`config.mk`:
```
export PLATFORM = sky130hd
export DESIGN_NAME = pose_command_line_parser
export DESIGN_NICKNAME = d
export VERILOG_FILES = /design/src/pclp_pkg.sv /design/src/pose_command_line_parser.sv /design/src/pclp_core.sv
export SDC_FILE = /design/constraint.sdc
export NUM_CORES = 1
export LEC_CHECK = 0
export BUFFER_PORTS_ARGS = -buffer_cell sky130_fd_sc_hd__buf_4
export CAP_MARGIN = 20
export CORE_MARGIN = 1
export CORE_UTILIZATION = 34
export DETAILED_ROUTE_END_ITERATION = 8
export GPL_TIMING_DRIVEN = 0
export PLACE_DENSITY = 0.6
export SETUP_SLACK_MARGIN = 0.3
export SYNTH_ARGS = -nofsm -noshare
export SYNTH_HDL_FRONTEND = slang
export SYNTH_SLANG_ARGS = --single-unit
```
`constraint.sdc`:
```
create_clock -name clk -period 12.1 [get_ports clk]
set_input_delay 3.63 -clock clk [delete_from_list [all_inputs] [get_ports clk]]
set_output_delay 3.63 -clock clk [all_outputs]
set_load 0.05 [all_outputs]
```
`src/pclp_pkg.sv`:
```
// Shared types and constants for the pose command line parser.
package pclp_pkg;

    typedef enum logic [1:0] {
        PH_HEADER,
        PH_LEAD,
        PH_ARGS,
        PH_DISCARD
    } line_phase_t;

    typedef enum logic [1:0] {
        DG_BEFORE,
        DG_SIGN,
        DG_DIGITS,
        DG_DONE
    } digit_phase_t;

    localparam logic [1:0] ST_OK        = 2'd0;
    localparam logic [1:0] ST_TOO_FEW   = 2'd1;
    localparam logic [1:0] ST_TOO_MANY  = 2'd2;
    localparam logic [1:0] ST_TOO_LONG  = 2'd3;

    localparam logic [7:0] CH_NUL   = 8'h00;
    localparam logic [7:0] CH_TAB   = 8'h09;
    localparam logic [7:0] CH_LF    = 8'h0A;
    localparam logic [7:0] CH_VT    = 8'h0B;
    localparam logic [7:0] CH_FF    = 8'h0C;
    localparam logic [7:0] CH_CR    = 8'h0D;
    localparam logic [7:0] CH_SPACE = 8'h20;
    localparam logic [7:0] CH_PLUS  = 8'h2B;
    localparam logic [7:0] CH_COMMA = 8'h2C;
    localparam logic [7:0] CH_MINUS = 8'h2D;
    localparam logic [7:0] CH_ZERO  = 8'h30;
    localparam logic [7:0] CH_NINE  = 8'h39;

    // Index of the last argument slot (four arguments at most).
    localparam logic [1:0] LAST_ARG = 2'd3;
    // Lowest index at which a terminator gives a full result (three arguments).
    localparam logic [1:0] MIN_LAST_ARG = 2'd2;

    typedef struct packed {
        logic              valid;
        logic [1:0]        status;
        logic [7:0]        robot_id;
        logic signed [31:0] pos_x;
        logic signed [31:0] pos_y;
        logic signed [31:0] heading;
        logic              has_heading;
    } result_t;

endpackage

```
`src/pose_command_line_parser.sv`:
```
// Top level of the pose command line parser: input word register, parser core, result register.
//
// Pose command line parser. Feed one ASCII byte of a command line per input word.
// The first two bytes (command name) are skipped, then any spaces or commas,
// then comma-separated arguments are converted as atoi does. CR, LF or NUL ends
// the line and yields one result word: status 0 with id (low 8 bits of the first
// argument), x, y and heading (0 unless a fourth argument is present, flagged by
// has_heading). Errors are reported as soon as they are seen: status 1 for fewer
// than three arguments (an empty line, or the LF of a CR LF pair, gives one too),
// status 2 on the comma that opens a fifth argument, status 3 on the byte that
// brings one argument to MAX_ARG_CHARS characters; the rest of that line up to and
// including its terminator is then dropped silently. Error results carry zeros in
// every field but status.
// Rate: one word per clock while the output is not stalled. An accepted word is held
// in the input register while the parser core updates its line state and, where
// the word ends a line or shows an error, loads the result register; a word's result
// thus passes through the input register and then the result register. The result
// register frees as it is taken, so both sides may run at full rate; a stall on the
// output backs up through the input register to in_stall.
module pose_command_line_parser import pclp_pkg::*; #(
    parameter int MAX_ARG_CHARS = 10
) (
    input  logic               clk,
    input  logic               rst_n,
    input  logic               in_valid,
    output logic               in_stall,
    input  logic [7:0]         char_in,
    output logic               out_valid,
    input  logic               out_stall,
    output logic [1:0]         status,
    output logic [7:0]         robot_id,
    output logic signed [31:0] pos_x,
    output logic signed [31:0] pos_y,
    output logic signed [31:0] heading,
    output logic               has_heading
);

    logic       in_valid_reg, in_valid_next;
    logic [7:0] char_reg;
    logic       out_valid_reg, out_valid_next;
    result_t    res_reg;
    result_t    res;
    logic       out_free;
    logic       fire;
    logic       accept;

    // result register is free when empty or being taken this cycle
    assign out_free = !out_valid_reg || !out_stall;
    // held word goes through the core only when its result has somewhere to land
    assign fire     = in_valid_reg && out_free;
    assign in_stall = in_valid_reg && !out_free;
    assign accept   = in_valid && !in_stall;

    always_comb
    begin
        in_valid_next = in_valid_reg;
        if (accept)
        begin
            in_valid_next = 1'b1;
        end
        else if (fire)
        begin
            in_valid_next = 1'b0;
        end
    end

    always_comb
    begin
        out_valid_next = out_valid_reg;
        if (fire && res.valid)
        begin
            out_valid_next = 1'b1;
        end
        else if (out_valid_reg && !out_stall)
        begin
            out_valid_next = 1'b0;
        end
    end

    always_ff @(posedge clk or negedge rst_n)
    begin
        if (!rst_n)
        begin
            in_valid_reg  <= 1'b0;
            out_valid_reg <= 1'b0;
        end
        else
        begin
            in_valid_reg  <= in_valid_next;
            out_valid_reg <= out_valid_next;
        end
    end

    // payload registers, no reset needed
    always_ff @(posedge clk)
    begin
        if (accept)
        begin
            char_reg <= char_in;
        end
        if (fire && res.valid)
        begin
            res_reg <= res;
        end
    end

    pclp_core #(
        .MAX_ARG_CHARS(MAX_ARG_CHARS)
    ) u_core (
        .clk     (clk),
        .rst_n   (rst_n),
        .step    (fire),
        .char_in (char_reg),
        .res     (res)
    );

    assign out_valid   = out_valid_reg;
    assign status      = res_reg.status;
    assign robot_id    = res_reg.robot_id;
    assign pos_x       = res_reg.pos_x;
    assign pos_y       = res_reg.pos_y;
    assign heading     = res_reg.heading;
    assign has_heading = res_reg.has_heading;

    // a held word is never lost while the result side is blocked
    assert property (@(posedge clk) disable iff (!rst_n)
        (in_valid_reg && out_valid_reg && out_stall) |=> in_valid_reg)
        else $error("held input word dropped while output stalled");

    // a new result only appears after the core has stepped
    assert property (@(posedge clk) disable iff (!rst_n)
        $rose(out_valid_reg) |-> $past(fire))
        else $error("result appeared without a core step");

    // error results carry nothing but the status
    assert property (@(posedge clk) disable iff (!rst_n)
        (out_valid_reg && status != ST_OK) |->
            (robot_id == 8'd0 && pos_x == 32'sd0 && pos_y == 32'sd0
             && heading == 32'sd0 && !has_heading))
        else $error("error result with non-zero payload");

endmodule

```
`src/pclp_core.sv`:
```
// Per-word line state and argument conversion for the pose command line parser.
module pclp_core import pclp_pkg::*; #(
    parameter int MAX_ARG_CHARS = 10
) (
    input  logic       clk,
    input  logic       rst_n,
    input  logic       step,
    input  logic [7:0] char_in,
    output result_t    res
);

    localparam int CW = $clog2(MAX_ARG_CHARS);

    line_phase_t  phase_reg, phase_next;
    digit_phase_t dphase_reg, dphase_next;
    logic         hdr_reg, hdr_next;
    logic [1:0]   idx_reg, idx_next;
    logic [CW-1:0] chars_reg, chars_next;
    logic         neg_reg, neg_next;
    logic [31:0]  acc_reg, acc_next;
    logic [31:0]  args_reg [3];
    logic         arg_we;

    logic         is_term, is_space, is_comma, is_digit, is_ws;
    logic [31:0]  cur_val;
    logic [CW:0]  chars_inc;

    assign is_term  = (char_in == CH_CR) || (char_in == CH_LF) || (char_in == CH_NUL);
    assign is_space = (char_in == CH_SPACE);
    assign is_comma = (char_in == CH_COMMA);
    assign is_digit = (char_in >= CH_ZERO) && (char_in <= CH_NINE);
    assign is_ws    = is_space || (char_in == CH_TAB) || (char_in == CH_VT)
                      || (char_in == CH_FF);
    assign cur_val  = neg_reg ? (32'd0 - acc_reg) : acc_reg;
    assign chars_inc = {1'b0, chars_reg} + 1'b1;

    always_ff @(posedge clk or negedge rst_n)
    begin
        if (!rst_n)
        begin
            phase_reg  <= PH_HEADER;
            dphase_reg <= DG_BEFORE;
            hdr_reg    <= 1'b0;
            idx_reg    <= '0;
            chars_reg  <= '0;
            neg_reg    <= 1'b0;
            acc_reg    <= '0;
        end
        else
        begin
            phase_reg  <= phase_next;
            dphase_reg <= dphase_next;
            hdr_reg    <= hdr_next;
            idx_reg    <= idx_next;
            chars_reg  <= chars_next;
            neg_reg    <= neg_next;
            acc_reg    <= acc_next;
        end
    end

    // closed arguments; always written on this line before they are read
    always_ff @(posedge clk)
    begin
        if (arg_we)
        begin
            args_reg[idx_reg] <= cur_val;
        end
    end

    always_comb
    begin
        phase_next  = phase_reg;
        dphase_next = dphase_reg;
        hdr_next    = hdr_reg;
        idx_next    = idx_reg;
        chars_next  = chars_reg;
        neg_next    = neg_reg;
        acc_next    = acc_reg;
        arg_we      = 1'b0;
        res         = '0;

        if (step)
        begin
            unique case (phase_reg)
                PH_DISCARD:
                begin
                    if (is_term)
                    begin
                        phase_next = PH_HEADER;
                        hdr_next   = 1'b0;
                        idx_next   = '0;
                        chars_next = '0;
                        neg_next   = 1'b0;
                        acc_next   = '0;
                        dphase_next = DG_BEFORE;
                    end
                end
                PH_HEADER:
                begin
                    if (is_term)
                    begin
                        res.valid  = 1'b1;
                        res.status = ST_TOO_FEW;
                        hdr_next   = 1'b0;
                    end
                    else if (hdr_reg)
                    begin
                        phase_next = PH_LEAD;
                    end
                    else
                    begin
                        hdr_next = 1'b1;
                    end
                end
                PH_LEAD, PH_ARGS:
                begin
                    if (phase_reg == PH_LEAD && (is_space || is_comma))
                    begin
                        phase_next = PH_LEAD;
                    end
                    else if (is_term)
                    begin
                        res.valid = 1'b1;
                        if (idx_reg < MIN_LAST_ARG)
                        begin
                            res.status = ST_TOO_FEW;
                        end
                        else
                        begin
                            res.status      = ST_OK;
                            res.robot_id    = args_reg[0][7:0];
                            res.pos_x       = args_reg[1];
                            res.has_heading = (idx_reg == LAST_ARG);
                            res.pos_y       = (idx_reg == LAST_ARG) ? args_reg[2] : cur_val;
                            res.heading     = (idx_reg == LAST_ARG) ? cur_val : 32'sd0;
                        end
                        phase_next  = PH_HEADER;
                        hdr_next    = 1'b0;
                        idx_next    = '0;
                        chars_next  = '0;
                        neg_next    = 1'b0;
                        acc_next    = '0;
                        dphase_next = DG_BEFORE;
                    end
                    else if (is_comma)
                    begin
                        if (idx_reg == LAST_ARG)
                        begin
                            res.valid  = 1'b1;
                            res.status = ST_TOO_MANY;
                            phase_next = PH_DISCARD;
                        end
                        else
                        begin
                            arg_we      = 1'b1;
                            phase_next  = PH_ARGS;
                            idx_next    = idx_reg + 1'b1;
                            chars_next  = '0;
                            neg_next    = 1'b0;
                            acc_next    = '0;
                            dphase_next = DG_BEFORE;
                        end
                    end
                    else
                    begin
                        phase_next = PH_ARGS;
                        // atoi-style digit handling
                        if (dphase_reg != DG_DONE)
                        begin
                            if (is_digit)
                            begin
                                acc_next    = (acc_reg << 3) + (acc_reg << 1)
                                              + {28'd0, char_in[3:0]};
                                dphase_next = DG_DIGITS;
                            end
                            else if (dphase_reg == DG_BEFORE && is_ws)
                            begin
                                dphase_next = DG_BEFORE;
                            end
                            else if (dphase_reg == DG_BEFORE
                                     && (char_in == CH_PLUS || char_in == CH_MINUS))
                            begin
                                neg_next    = (char_in == CH_MINUS);
                                dphase_next = DG_SIGN;
                            end
                            else
                            begin
                                dphase_next = DG_DONE;
                            end
                        end
                        if (chars_inc == (CW+1)'(MAX_ARG_CHARS))
                        begin
                            res.valid  = 1'b1;
                            res.status = ST_TOO_LONG;
                            phase_next = PH_DISCARD;
                        end
                        else
                        begin
                            chars_next = chars_inc[CW-1:0];
                        end
                    end
                end
                default:
                begin
                    phase_next = PH_HEADER;
                end
            endcase
        end
    end

endmodule
```
==> impl_metrics.toml <==
[detailed_routing]
final_antenna_net_count = 0
drc = 0
wirelength_mm = 25.6
vias_per_cell = 4.82
drt_iter0_markers = 514
dr.pass1.iters = 4
wl_per_cell_microns = 16.5
via_count = 7460

[timing]
finalSetupViolCount = 0
fin_tns_setup_ps = 0
rsz0062_at_grt = "false"
maxSlewViolCount = 0
worst_slack_ps = 4370
hold_viol = 0
fmax_mhz = 129
max_slew_margin_pct = 37.7
finalCriticalPeriod_ps = 7730
fin_worst_skew_ps = 15.0
worstMarginPinSlew_ps = 929
period_share_pct = 63.9

[clocking]
cts-resized-gates = 0
htree_levels = 1
clkLatencyLatePin_ps = 530
cts-root-buf = "clkbuf_16"
cts_setup_buffers = 0
cts_made_buffers = 25
cts.sinks = 233
cts.reportedPaths.clkPinSlew_ps = 60
cts_hold_buf = 0
cts_tree = "done"
clockBufferDepth = 3

[global_route]
grt_pass1_vias = 7416
grt_antenna_before_repair = 0
grt-ovfl-total = 0
grt_pass1_wl_mm = 40.3
grt_usage_pct = 15.0
grt_max_degree = 47

[yosys]
postSynthAreaPerCell_sq_um = 12.2
yosys_warnings = 0
synth_nets = 1015
muxShareOfSynthArea_pct = 0.978
ys.flop_type = "edfxtp_1"
synthSimpleGateAreaFrac_pct = 13.2
synth_cell_types = 65
synth-edff-count = 187
synthAdderAreaFrac_pct = 7.93
ys_seq_elements = 233
ys_seq_area_share_pct = 59.4
synth_compound_area_share_pct = 11.6
synth_top_family_by_area = "simple AND/OR/NAND/NOR gates"
ys_async_sr_fraction_pct = 19.7
postSynthCellCount = 932
synth_xor_xnor_area_share_pct = 4.54
syn_area_sq_mm = 0.0114

[floorplanning]
fp.coreArea_sq_mm = 0.0328
die_width_microns = 185
initial_core_util_pct = 34.7
die_area_sq_mm = 0.0342
ioPinCount = 121
die_h_microns = 185
num_rows = 66

[place]
place.gp.congestion = 0.835
io_buffers = 120
dp_hpwl_mm = 19.2
place_worst_setup_slack_ps = 4370
detailed_place.area_sq_mm = 0.0130

[worst_setup_path]
crit_type = "input port to output port"
cp-start-kind = "input port"
arrival_ps = 4100
r2r-end = "u_core.acc_reg[30]"
r2r-start = "u_core.acc_reg[0]"
worstPathRequired_ps = 8470
critical_path.startpoint = "out_stall"
crit_path_max_fanout = 3
ff2ff_path_depth = 12
reg2reg_slack_ps = 8050
cp_slowest_cell = "buf_4"
worst_path_most_repeated_cell = "buf_4"
crit_chain = "buf_4 -> nand3_1 -> inv_1 -> buf_4"
critical_path.max_stage_delay_ps = 180
end_kind = "output port"

[final_layout]
layout_commonest_cell = "edfxtp_1"
final_area_sq_mm = 0.0138
multi_input_area_sq_mm = 0.00438
num-nets-final = 1169
fillers = 3034
final_cell_mix = "187 x edfxtp_1, 121 x buf_4, 86 x nand2_1"
syn2layout_area_growth_pct = 21.4
antenna_cells = 0
register_area_sq_mm = 0.00677
drive_above_1_share_pct = 17.0
largest_reg_flops = 72

[outcome]
status = "finished clean"

[min_path]
min_path_type = "register to register"
hold_path_end = "u_core.chars_reg[3]"
hold_path.startpoint = "u_core.chars_reg[3]"
worstHoldPathCells = 1

[power_and_ir_drop]
p_per_area_mw_per_mm2 = 144
p_leak_nw = 5.70
ir_drop_mv = 0.0813

[run]
maxCapViolations = 0
-- kinds of logic (layout without fill, tap and decap cells) --
logic type | Yosys count | after routing
buf+inv | 67 | 240
compound gates | 195 | 195
mux | 11 | 11
flops | 233 | 233
xor+xnor | 59 | 59
fa+ha+maj | 71 | 71
simple gates | 296 | 296
-- area by class of cell --
type                            count  share of cell area, %
Buffer                             33                   1.00
Clock inverter                     18                   1.28
Clock buffer                       28                   4.60
Tap cell                          442                   4.00
Multi-Input combinational cell    632                   31.6
Inverter                           34                  0.923
Timing Repair Buffer              127                   7.64
Sequential cell                   233                   48.9
-- how the worst max path moves through the flow --
stage | to | slack [ps] | cells past startpoint
floorplan | has_heading | 3500 | 3
global placement | heading[10] | 1680 | 4
detailed placement | in_stall | 4370 | 4
CTS | in_stall | 4370 | 4
global route | in_stall | 4350 | 4
finish | in_stall | 4370 | 4
-- synthesized netlist by cell type, types with 15 or more instances --
| library cell | n | area (sq um) |
|---|---|---|
| nand3_1 | 15 | 75.1 |
| a22o_1 | 17 | 149 |
| o21ai_0 | 41 | 205 |
| nor2b_1 | 20 | 125 |
| xnor2_1 | 42 | 368 |
| nor2_1 | 70 | 263 |
| clkbuf_1 | 25 | 93.8 |
| xor2_1 | 17 | 149 |
| and2_1 | 47 | 294 |
| a21oi_1 | 59 | 295 |
| ha_1 | 69 | 863 |
| edfxtp_1 | 187 | 5620 |
| nand2_1 | 86 | 323 |
| o31ai_1 | 15 | 113 |
| inv_1 | 34 | 128 |
| a21o_1 | 16 | 120 |
| dfrtp_1 | 46 | 1150 |
-- power breakdown --
group | leakage, nW | total, W | internal, W | switching [W]
Sequential | 2.43 | 0.000919 | 0.000885 | 0.0000337
Clock | 0.388 | 0.000751 | 0.000444 | 0.000307
Combinational | 2.88 | 0.000327 | 0.000106 | 0.000221
-- worst max-delay path, delay by kind of cell --
family | cells | cell delay (ps)
buf+inv | 3 | 340
simple gates | 1 | 120
-- through the flow --
stage / hold WS, ps / std cells / total power (W) / utilization [%]
floorplan: 460 / 932 / 0.00116 / -
global placement: 482 / 1494 / 0.00125 / 39.2
detailed placement: 499 / 1501 / 0.00126 / 39.7
CTS: 513 / 1547 / 0.00201 / 42.2
global route: 531 / 1547 / 0.00209 / 42.2
finish: 505 / 1547 / 0.00200 / 42.2
-- metal layers --
metal,routed length (microns),track usage (%),part of all wire [%],up-vias
met2,12300,25.5,48,188
met3,1120,1.95,4.4,36
li1,-,-,-,3722
met4,430,3.54,1.7,0
met1,11700,20.1,46,3514
met5,0,0,0,-
Note: power is estimated with default switching activity, not from simulation.
